`config.mk`:
```
export PLATFORM = sky130hd
export DESIGN_NAME = server_info_message_parser_core_flat
export DESIGN_NICKNAME = d
export VERILOG_FILES = /design/src/design/sinfo_pkg.sv /design/src/design/sinfo_in_if.sv /design/src/design/sinfo_out_if.sv /design/src/design/sinfo_parse.sv /design/src/design/server_info_message_parser_core.sv /design/src/flat_wrapper.sv
export SDC_FILE = /design/constraint.sdc
export NUM_CORES = 1
export LEC_CHECK = 0
export ABC_AREA = 0
export BUFFER_PORTS_ARGS = -buffer_cell sky130_fd_sc_hd__buf_4
export CAP_MARGIN = 20
export CORE_ASPECT_RATIO = 0.8
export CORE_MARGIN = 3
export CORE_UTILIZATION = 60
export DETAILED_ROUTE_END_ITERATION = 10
export PLACE_DENSITY_LB_ADDON = 0.05
export SLEW_MARGIN = 10
export SYNTH_ARGS = -nofsm -noshare
export SYNTH_HDL_FRONTEND = slang
export SYNTH_HIERARCHICAL = 1
export SYNTH_SLANG_ARGS = --single-unit
```
`constraint.sdc`:
```
create_clock -name clk -period 2.9 [get_ports clk]
set_clock_uncertainty 0.05 [all_clocks]
set_input_delay 0.435 -clock clk [delete_from_list [all_inputs] [get_ports clk]]
set_output_delay 0.435 -clock clk [all_outputs]
set_load 0.01 [all_outputs]
```
`src/design/sinfo_pkg.sv`:
```
`timescale 1ns / 1ps

package sinfo_pkg;

  // where the parser is within the message
  typedef enum logic [2:0] {
    PH_HEADER      = 3'd0,
    PH_NODE_COUNT  = 3'd1,
    PH_NODE_LEN    = 3'd2,
    PH_NODE_DATA   = 3'd3,
    PH_CODEC_COUNT = 3'd4,
    PH_CODEC_LEN   = 3'd5,
    PH_CODEC_DATA  = 3'd6,
    PH_DONE        = 3'd7
  } phase_t;

  localparam logic [2:0] HEADER_BYTES = 3'd6;
  localparam logic [2:0] CLIENT_HI_IDX = 3'd4;
  localparam logic [2:0] CLIENT_LO_IDX = 3'd5;
  localparam logic [2:0] NAME_LEN = 3'd4;
  localparam logic [7:0] CASE_OFFSET = 8'd32;

  localparam logic [7:0] OPUS_NAME [4] = '{8'h4f, 8'h50, 8'h55, 8'h53};

  typedef struct packed {
    logic        status;
    logic [15:0] client_id;
    logic [15:0] node_count;
    logic        opus_offered;
  } result_t;

  // ascii lower case to upper case, other bytes unchanged
  function automatic logic [7:0] to_upper(input logic [7:0] b);
    logic [7:0] up;
    begin
      if (b >= 8'h61 && b <= 8'h7a) begin
        up = b - CASE_OFFSET;
      end else begin
        up = b;
      end
      return up;
    end
  endfunction

endpackage

```
`src/design/sinfo_in_if.sv`:
```
`timescale 1ns / 1ps

interface sinfo_in_if;
  logic       valid;
  logic       ready;
  logic [7:0] data_byte;
  logic       last_byte;

  modport source (output valid, output data_byte, output last_byte, input ready);
  modport sink (input valid, input data_byte, input last_byte, output ready);
endinterface

```
`src/design/sinfo_out_if.sv`:
```
`timescale 1ns / 1ps

interface sinfo_out_if;
  logic        valid;
  logic        ready;
  logic        status;
  logic [15:0] client_id;
  logic [15:0] node_count;
  logic        opus_offered;

  modport source (output valid, output status, output client_id, output node_count,
                  output opus_offered, input ready);
  modport sink (input valid, input status, input client_id, input node_count,
                input opus_offered, output ready);
endinterface

```
`src/design/sinfo_parse.sv`:
```
`timescale 1ns / 1ps

module sinfo_parse (
  input  logic              clk,
  input  logic              rst,
  input  logic              take,
  input  logic [7:0]        data_byte,
  input  logic              last_byte,
  output sinfo_pkg::result_t result
);
  import sinfo_pkg::*;

  phase_t      phase, phase_next;
  logic [2:0]  hdr_idx, hdr_idx_next;
  logic [7:0]  cnt_hi, cnt_hi_next;
  logic        half_seen, half_seen_next;
  logic [15:0] strings_left, strings_left_next;
  logic [15:0] bytes_left, bytes_left_next;
  logic [15:0] client_val, client_val_next;
  logic [15:0] node_total, node_total_next;
  logic        nodes_done, nodes_done_next;
  logic [2:0]  match_pos, match_pos_next;
  logic        match_alive, match_alive_next;
  logic        zero_seen, zero_seen_next;
  logic        opus_found, opus_found_next;

  logic [15:0] half_val;
  logic [15:0] strings_dec;
  logic [15:0] bytes_dec;
  logic [2:0]  hdr_inc;
  logic        m_alive;
  logic [2:0]  m_pos;
  logic        m_zero;

  assign half_val    = {cnt_hi, data_byte};
  assign strings_dec = strings_left - 16'd1;
  assign bytes_dec   = bytes_left - 16'd1;
  assign hdr_inc     = hdr_idx + 3'd1;

  // one codec byte through the name matcher
  always_comb begin
    m_alive = match_alive;
    m_pos   = match_pos;
    m_zero  = zero_seen;
    if (!zero_seen && match_alive) begin
      if (data_byte == 8'h00) begin
        m_zero = 1'b1;
        if (match_pos != NAME_LEN) begin
          m_alive = 1'b0;
        end
      end else if (match_pos >= NAME_LEN) begin
        m_alive = 1'b0;
      end else begin
        if (to_upper(data_byte) != OPUS_NAME[match_pos[1:0]]) begin
          m_alive = 1'b0;
        end
        m_pos = match_pos + 3'd1;
      end
    end
  end

  always_comb begin
    phase_next        = phase;
    hdr_idx_next      = hdr_idx;
    cnt_hi_next       = cnt_hi;
    half_seen_next    = half_seen;
    strings_left_next = strings_left;
    bytes_left_next   = bytes_left;
    client_val_next   = client_val;
    node_total_next   = node_total;
    nodes_done_next   = nodes_done;
    match_pos_next    = match_pos;
    match_alive_next  = match_alive;
    zero_seen_next    = zero_seen;
    opus_found_next   = opus_found;

    unique case (phase)
      PH_HEADER: begin
        if (hdr_idx == CLIENT_HI_IDX) begin
          client_val_next = {data_byte, 8'h00};
        end else if (hdr_idx == CLIENT_LO_IDX) begin
          client_val_next = client_val | {8'h00, data_byte};
        end
        hdr_idx_next = hdr_inc;
        if (hdr_inc >= HEADER_BYTES) begin
          phase_next = PH_NODE_COUNT;
        end
      end
      PH_NODE_COUNT: begin
        half_seen_next = !half_seen;
        if (!half_seen) begin
          cnt_hi_next = data_byte;
        end else begin
          node_total_next   = half_val;
          strings_left_next = half_val;
          if (half_val == 16'd0) begin
            nodes_done_next = 1'b1;
            phase_next      = PH_CODEC_COUNT;
          end else begin
            phase_next = PH_NODE_LEN;
          end
        end
      end
      PH_NODE_LEN: begin
        half_seen_next = !half_seen;
        if (!half_seen) begin
          cnt_hi_next = data_byte;
        end else begin
          bytes_left_next = half_val;
          if (half_val == 16'd0) begin
            strings_left_next = strings_dec;
            if (strings_dec == 16'd0) begin
              nodes_done_next = 1'b1;
              phase_next      = PH_CODEC_COUNT;
            end else begin
              phase_next = PH_NODE_LEN;
            end
          end else begin
            phase_next = PH_NODE_DATA;
          end
        end
      end
      PH_NODE_DATA: begin
        bytes_left_next = bytes_dec;
        if (bytes_dec == 16'd0) begin
          strings_left_next = strings_dec;
          if (strings_dec == 16'd0) begin
            nodes_done_next = 1'b1;
            phase_next      = PH_CODEC_COUNT;
          end else begin
            phase_next = PH_NODE_LEN;
          end
        end
      end
      PH_CODEC_COUNT: begin
        half_seen_next = !half_seen;
        if (!half_seen) begin
          cnt_hi_next = data_byte;
        end else begin
          strings_left_next = half_val;
          phase_next = (half_val == 16'd0) ? PH_DONE : PH_CODEC_LEN;
        end
      end
      PH_CODEC_LEN: begin
        half_seen_next = !half_seen;
        if (!half_seen) begin
          cnt_hi_next = data_byte;
        end else begin
          bytes_left_next  = half_val;
          match_pos_next   = 3'd0;
          match_alive_next = 1'b1;
          zero_seen_next   = 1'b0;
          if (half_val == 16'd0) begin
            // empty name never matches
            strings_left_next = strings_dec;
            phase_next = (strings_dec == 16'd0) ? PH_DONE : PH_CODEC_LEN;
          end else begin
            phase_next = PH_CODEC_DATA;
          end
        end
      end
      PH_CODEC_DATA: begin
        match_pos_next   = m_pos;
        match_alive_next = m_alive;
        zero_seen_next   = m_zero;
        bytes_left_next  = bytes_dec;
        if (bytes_dec == 16'd0) begin
          if (m_alive && m_pos >= NAME_LEN) begin
            opus_found_next = 1'b1;
          end
          strings_left_next = strings_dec;
          phase_next = (strings_dec == 16'd0) ? PH_DONE : PH_CODEC_LEN;
        end
      end
      PH_DONE: begin
      end
      default: begin
      end
    endcase
  end

  always_comb begin
    result.status       = (hdr_idx_next < HEADER_BYTES);
    result.client_id    = result.status ? 16'd0 : client_val_next;
    result.node_count   = (result.status || !nodes_done_next) ? 16'd0 : node_total_next;
    result.opus_offered = !result.status && opus_found_next;
  end

  always_ff @(posedge clk) begin
    if (rst || (take && last_byte)) begin
      phase        <= PH_HEADER;
      hdr_idx      <= 3'd0;
      cnt_hi       <= 8'd0;
      half_seen    <= 1'b0;
      strings_left <= 16'd0;
      bytes_left   <= 16'd0;
      client_val   <= 16'd0;
      node_total   <= 16'd0;
      nodes_done   <= 1'b0;
      match_pos    <= 3'd0;
      match_alive  <= 1'b1;
      zero_seen    <= 1'b0;
      opus_found   <= 1'b0;
    end else if (take) begin
      phase        <= phase_next;
      hdr_idx      <= hdr_idx_next;
      cnt_hi       <= cnt_hi_next;
      half_seen    <= half_seen_next;
      strings_left <= strings_left_next;
      bytes_left   <= bytes_left_next;
      client_val   <= client_val_next;
      node_total   <= node_total_next;
      nodes_done   <= nodes_done_next;
      match_pos    <= match_pos_next;
      match_alive  <= match_alive_next;
      zero_seen    <= zero_seen_next;
      opus_found   <= opus_found_next;
    end
  end

endmodule

```
`src/design/server_info_message_parser_core.sv`:
```
`timescale 1ns / 1ps

// server-info message parser: takes a message one byte per beat on msg, the final
// byte flagged by last_byte, and gives one result beat on res for each message.
// a byte is taken per ready cycle; the result appears the cycle after the last byte
// is accepted, held in a single output register. msg stalls only while that
// register holds a result the sink has not yet taken. status 1 means fewer than
// six bytes (all other fields then read 0); node_count is 0 unless every node
// string arrived complete; opus_offered flags a complete codec name equal to
// opus in any case, the name being cut at its first zero byte. truncated tails
// and trailing bytes are ignored, and the parser is back at its start state for
// the next message straight after the last byte.

module server_info_message_parser_core (
  input  logic  clk,
  input  logic  rst,
  sinfo_in_if.sink    msg,
  sinfo_out_if.source res
);
  import sinfo_pkg::*;

  logic    take;
  result_t result;
  logic    res_valid;
  result_t res_data;

  // the output register frees in the same cycle the sink takes its beat
  assign msg.ready = !res_valid || res.ready;
  assign take      = msg.valid && msg.ready;

  // per-byte state and the combinational update
  sinfo_parse u_parse (
    .clk       (clk),
    .rst       (rst),
    .take      (take),
    .data_byte (msg.data_byte),
    .last_byte (msg.last_byte),
    .result    (result)
  );

  // result register
  always_ff @(posedge clk) begin
    if (rst) begin
      res_valid <= 1'b0;
    end else if (take && msg.last_byte) begin
      res_valid <= 1'b1;
    end else if (res.ready) begin
      res_valid <= 1'b0;
    end
  end

  always_ff @(posedge clk) begin
    if (take && msg.last_byte) begin
      res_data <= result;
    end
  end

  assign res.valid        = res_valid;
  assign res.status       = res_data.status;
  assign res.client_id    = res_data.client_id;
  assign res.node_count   = res_data.node_count;
  assign res.opus_offered = res_data.opus_offered;

  // a short message reports nothing but its status
  a_short_fields_zero: assert property (@(posedge clk) disable iff (rst)
    res_valid && res_data.status |->
      res_data.client_id == 16'd0 && res_data.node_count == 16'd0 && !res_data.opus_offered)
    else $error("short message result carries non-zero fields");

  // every final byte taken leads to a result beat next cycle
  a_last_gives_result: assert property (@(posedge clk) disable iff (rst)
    take && msg.last_byte |=> res_valid)
    else $error("final byte accepted without a result");

  // a byte that is not final never creates a result on an empty register
  a_no_spurious_result: assert property (@(posedge clk) disable iff (rst)
    !res_valid && !(take && msg.last_byte) |=> !res_valid)
    else $error("result appeared without a final byte");

endmodule

```
`src/flat_wrapper.sv`:
```
// flat-port wrapper written by rule: the top's interface ports become plain ports
module server_info_message_parser_core_flat import sinfo_pkg::*;
  (clk, rst, msg_valid, msg_data_byte, msg_last_byte, msg_ready, res_valid, res_status, res_client_id, res_node_count, res_opus_offered, res_ready);
  sinfo_in_if msg_i ();
  sinfo_out_if res_i ();
  input  logic clk;
  input  logic rst;
  input wire logic [$bits(msg_i.valid)-1:0] msg_valid;
  input wire logic [$bits(msg_i.data_byte)-1:0] msg_data_byte;
  input wire logic [$bits(msg_i.last_byte)-1:0] msg_last_byte;
  output wire logic [$bits(msg_i.ready)-1:0] msg_ready;
  output wire logic [$bits(res_i.valid)-1:0] res_valid;
  output wire logic [$bits(res_i.status)-1:0] res_status;
  output wire logic [$bits(res_i.client_id)-1:0] res_client_id;
  output wire logic [$bits(res_i.node_count)-1:0] res_node_count;
  output wire logic [$bits(res_i.opus_offered)-1:0] res_opus_offered;
  input wire logic [$bits(res_i.ready)-1:0] res_ready;
  assign msg_i.valid = msg_valid;
  assign msg_i.data_byte = msg_data_byte;
  assign msg_i.last_byte = msg_last_byte;
  assign msg_ready = msg_i.ready;
  assign res_valid = res_i.valid;
  assign res_status = res_i.status;
  assign res_client_id = res_i.client_id;
  assign res_node_count = res_i.node_count;
  assign res_opus_offered = res_i.opus_offered;
  assign res_i.ready = res_ready;
  server_info_message_parser_core u_core (.clk(clk), .rst(rst), .msg(msg_i), .res(res_i));
endmodule
```
After elaboration in Yosys (flattened, before gate mapping)
Cells that the tools add are included.

storage, ports and cells
  register bits after elaboration = 121
  output and inout bits = 36

cells by class
  add/sub/neg operators = 5
  bitwise operators = 3
  mux-type cells = 61
  reductions and logical operators = 35
  equal/unequal tests = 23
  $lt $le $gt $ge = 7

operator list
  kind                     count
  $mux W16                 9
  $logic_not A16 Y1        3
  $mux W8                  6
  $pmux W16 S3             1
  $mux W3                  15
  $pmux W16 S2             1
  $sub A16 B1 Y16 const B  2
  $pmux W3 S7              1
  $mux W1                  20
  $ne A2 B2 Y1 const B     9
  $bmux W8 S2              1
  $or A16 B8 Y16           1
  $eq A3 B3 Y1 const B     5
  $ge A3 B3 Y1 const B     4
  $reduce_and A3 Y1        3
  $reduce_and A9 Y1        1
  $ge A8 B7 Y1 const B     1
  $le A8 B7 Y1 const B     1
  $logic_not A8 Y1         1
  $ne A2 B1 Y1 const B     4
  $ne A8 B8 Y1             1
  $sub A8 B6 Y8 const B    1
  $reduce_bool A7 Y1       1
  $add A3 B1 Y3 const B    2
  other kinds (21)         40

Logic depth before layout (Yosys ltp)
  depth after elaboration = 16
  gate-level depth with buffers = 11

By module
The synthesis kept the hierarchy.

modules (own cells, without submodules)
  module                           instances  area an instance (µm²)  cells each
  sinfo_parse                      1          5,387.7                 740
  server_info_message_parser_core  1          1,088.5                 40

Least setup slack after synthesis
Ideal clock, no wire load.

  kind = flip-flop to flip-flop
  start = reg u_core.u_parse.strings_left[0]
  end = reg u_core.res_data, in the netlist u_core/res.node_count[10] (data pin)
  arrival time = 2.439 ns
  data required time = 2.710 ns
  stages on the path, launching flop included = 12
  library setup time = 0.140 ns
  slack = 0.271 ns
  path through = dfxtp_1 -> inv_1 -> ha_1 -> or3b_1 -> buf_2 -> o32a_1 -> o32ai_1 -> nand4_1 -> o41ai_2 -> nand3_2 -> buf_6 -> nor2_1

between the ends
  word-level cells in the longest chain between the ends = 8
  elaborated cells between the ends (all ways) = 9
  classes of those cells = 1 x add/sub; 5 x mux; 3 x reduce/logical

ends and longest elaborated chain
  item                    line                                    RTL
  start, declared         sinfo_parse.sv:17                       logic [15:0] strings_left, strings_left_next;
  start signal, assigned  sinfo_parse.sv:209                      strings_left <= strings_left_next;
  $sub A16 B1 Y16 *       sinfo_parse.sv:36                       assign strings_dec = strings_left - 16'd1;
  $logic_not A16 Y1 *     sinfo_parse.sv:112, sinfo_parse.sv:127
  $mux W1 *               sinfo_parse.sv:112, sinfo_parse.sv:127
  $mux W1                 sinfo_parse.sv:110                      if (half_val == 16'd0) begin
  $mux W1                 sinfo_parse.sv:106                      if (!half_seen) begin
  $pmux W1 S3 *           sinfo_parse.sv:77                       unique case (phase)
  $logic_not A1 Y1 *      sinfo_parse.sv:185                      result.node_count = (result.status || !nodes_done_next) ? 16'd0 : node_total_next;
  $logic_or A1 B1 Y1 *    sinfo_parse.sv:185
  end signal, assigned    server_info_message_parser_core.sv:54   res_data <= result;
  end, declared           server_info_message_parser_core.sv:25   result_t res_data;

Every way passes the cells marked *; elsewhere a longest branch is shown, timed or not.
A chain may end at the register's enable or synchronous reset.

Final worst setup path
  start = reg u_core.u_parse.bytes_left[0]
  end = reg u_core.u_parse.strings_left[0]

between the ends
  word-level cells in the longest chain between the ends = 4

ends and longest elaborated chain
  item                         line                                    RTL
  start, declared              sinfo_parse.sv:18                       logic [15:0] bytes_left, bytes_left_next;
  start signal, assigned       sinfo_parse.sv:210                      bytes_left <= bytes_left_next;
  $sub A16 B1 Y16              sinfo_parse.sv:37                       assign bytes_dec = bytes_left - 16'd1;
  $logic_not A16 Y1            sinfo_parse.sv:125, sinfo_parse.sv:167
  $ne A2 B1 Y1 (no line)       -
  $reduce_and A6 Y1 (no line)  -

No other way between the ends.

==> flow_summary.json <==
{
  "status": "complete, no violations",
  "synth.most_common_cell": "nor2_1",
  "syn_nets": 807,
  "post_dp_cell_area_um2": 7120,
  "cp_data_required_time_ps": 3180,
  "grt_max_degree": 42,
  "crit_arrival_ps": 3100,
  "syn_inst": 780,
  "die_y_um": 98.9,
  "avgSynthCellArea_um2": 8.30,
  "synth_seq_area_share_pct": 42.7,
  "die_w_um": 122,
  "finalCritPeriodShare_pct": 97.2,
  "fin_util_pct": 75.8,
  "cts_tree": "built",
  "netlist_area_um2": 6480,
  "viasPerCell": 6.20,
  "clock_latency_ps": 410,
  "multi_input_area_um2": 3470,
  "synth-edff-count": 34,
  "fp-row-count": 33,
  "overflow": 0,
  "routedWlPerCell_um": 18.3,
  "drt_drc_violations_left": 0,
  "place.gp.congestion": 0.962,
  "path_class": "reg -> reg",
  "grtUsageMet3_pct": 5.62,
  "peakVddDrop_v": 0.000386,
  "clkSinkCount": 121,
  "post-place-ws_ps": 145,
  "whs_ps": 146,
  "worst_r2r_path_depth": 9,
  "reg2reg_from": "u_core/u_parse/bytes_left[0]$_SDFFE_PP0P_",
  "worst_slack_ps": 80.9,
  "dieArea_um2": 12100,
  "start_util_pct": 62.2,
  "dp_cells": 952,
  "area_growth_pct": 21.7,
  "io_pins": 49,
  "met1_usage_pct": 42.6,
  "synth-async-reset-ratio_pct": 0,
  "hp-class": "in -> reg",
  "cts_inserted_buffers": 17,
  "grt-busiest-layer": "met2",
  "cts_hold_buf": 0,
  "worstHoldStart": "rst",
  "vias": 6129,
  "ant_nets": 0,
  "synth_area_leaders": "dfxtp_1, edfxtp_1, a21oi_1, nor2_1, nand2_1",
  "drt_wl_total_um": 18100,
  "critPathCaptureType": "flop",
  "fill_cells": 741,
  "grt_usage_pct": 30.0,
  "start_kind": "flop",
  "ys_ff_latch": 121,
  "hold_viol": 0,
  "final_area_um2": 7880,
  "power_leakage_uw": 0.00293,
  "drtIter0Drc": 737,
  "io_buffers": 48,
  "rrSetupSlack_ps": 80,
  "critPathMaxFanout": 10,
  "maxSlewViolCount": 0,
  "relSlewSlack_pct": 40.6,
  "met2_usage_pct": 47.3,
  "ys.flop_type": "dfxtp_1",
  "antenna_found_initial": 0,
  "synth_common_cells": "nor2_1, nand2_1, a21oi_1",
  "antenna_cells": 0,
  "yosysWarnings": 6,
  "cts_root_buf": "clkbuf_16",
  "design.core.area_um2": 10400,
  "r2r-end": "u_core/u_parse/strings_left[0]$_SDFFE_PP0P_",
  "yosysTopAreaCell": "dfxtp_1",
  "tightest_slew_ps": 888,
  "grt_pass1_vias": 5529,
  "drv_cap": 0,
  "dr.pass1.iters": 7,
  "grt_pass1_wl_um": 28600,
  "clkTransAtPathRegs_ps": 60,
  "final-seq-area_um2": 2770,
  "yosysTopAreaCellShare_pct": 26.9,
  "hold_depth": 2,
  "fin_nets": 863,
  "timing.fmax_ghz": 0.355,
  "p_per_area_nw_per_um2": 532,
  "holdPathEnd": "u_core/res.valid$_SDFFE_PP0P_",
  "final_cell_count_no_fill": 989,
  "layout_min_cycle_time_ps": 2820,
  "dpl.hpwl_um": 11700,
  "ctsHtreeMaxLevel": 4,
  "drive_gt1_share_pct": 20.1,
  "synth.distinct_cells": 73,
  "setup_viol": 0,
  "clockBufferDepth": 2
}
-- kinds of logic after synthesis --
kind of cell | synth area share (%)
xor+xnor | 2.30
simple gates | 24.5
buf+inv | 4.95
fa+ha+maj | 2.70
flops | 42.7
mux | 3.71
compound gates | 19.2
-- metal layers --
metal  part of all wire [%]  vias up
met5                      0        -
met4                    1.4        0
met3                    9.5       28
met2                     47      325
met1                     42     2881
li1                       -     2895
-- worst max-delay path: stages, from the launching register on --
cell and delay (ps):
dfxtp_1 370, inv_1 80, ha_1 190, nor2b_1 250
nand4_1 200, xor2_1 220, nand3_1 260, o31a_2 530
or3_1 390, a31oi_1 200
-- layout make-up --
type	instances	share of cell area, %
flip-flops and latches	121	35.1
multi-input cells	581	44.1
clock inverters	14	2.36
well taps	140	2.22
inverters	18	0.857
clock buffers	18	5.57
repair buffers	97	9.78
-- sequential cells by signal, summed over array words and instances, names as in the netlist, 8 cells and up --
name / flops
u_core/res.client_id: 16
u_core/res.node_count: 16
u_core/u_parse/bytes_left: 16
u_core/u_parse/client_val: 16
u_core/u_parse/cnt_hi: 8
u_core/u_parse/node_total: 16
u_core/u_parse/strings_left: 16
-- timing repair --
| action | in CTS | in global routing |
|---|---|---|
| hold endpoints to repair | 0 | 0 |
| endpoints found under the setup margin | 0 | 17 |
| gates resized for setup | 0 | 24 |
| setup buffers | 0 | 4 |
-- power by group --
part / total (uW) / leakage (uW) / switching, uW / internal [uW]
clock network: 2230 / 0.000300 / 832 / 1400
logic: 206 / 0.00160 / 133 / 73.2
registers: 1760 / 0.00103 / 7.59 / 1750
-- stage by stage --
| stage | TNS (ps) | power [uW] |
|---|---|---|
| finish | 0 | 4190 |
| floorplan | 0 | 1900 |
| CTS | 0 | 4210 |
| global placement | 0 | 2000 |
| global route | -46.5 | 4300 |
| detailed placement | 0 | 2000 |
-- cell usage in the layout, fill, tap and decap left out, drive strengths merged, types with 10 or more instances in the layout --
cell,netlist,routed
nor2,107,107
nand2,104,104
a21oi,101,101
buf,14,96
dfxtp,87,87
edfxtp,34,34
mux2i,24,24
o21ai,24,24
nand3,24,24
nor3,23,23
inv,18,23
clkbuf,46,19
nor4,17,17
ha,14,14
o211ai,10,10
-- how the worst max path moves through the flow --
stage,startpoint,end,slack [ps]
5_1_grt,u_core/u_parse/bytes_left[0]$_SDFFE_PP0P_,u_core/u_parse/strings_left[0]$_SDFFE_PP0P_,-50
2_1_floorplan,u_core/u_parse/strings_left[0]$_SDFFE_PP0P_,u_core/res.node_count[10]$_DFFE_PP_,270
6_report,u_core/u_parse/bytes_left[0]$_SDFFE_PP0P_,u_core/u_parse/strings_left[0]$_SDFFE_PP0P_,80
3_3_place_gp,msg_data_byte[7],u_core/u_parse/phase[1]$_SDFFE_PP0P_,200
4_1_cts,u_core/u_parse/strings_left[0]$_SDFFE_PP0P_,u_core/res.node_count[10]$_DFFE_PP_,100
3_5_place_dp,u_core/u_parse/strings_left[0]$_SDFFE_PP0P_,u_core/res.node_count[1]$_DFFE_PP_,150
(Power assumes the default switching activity.)
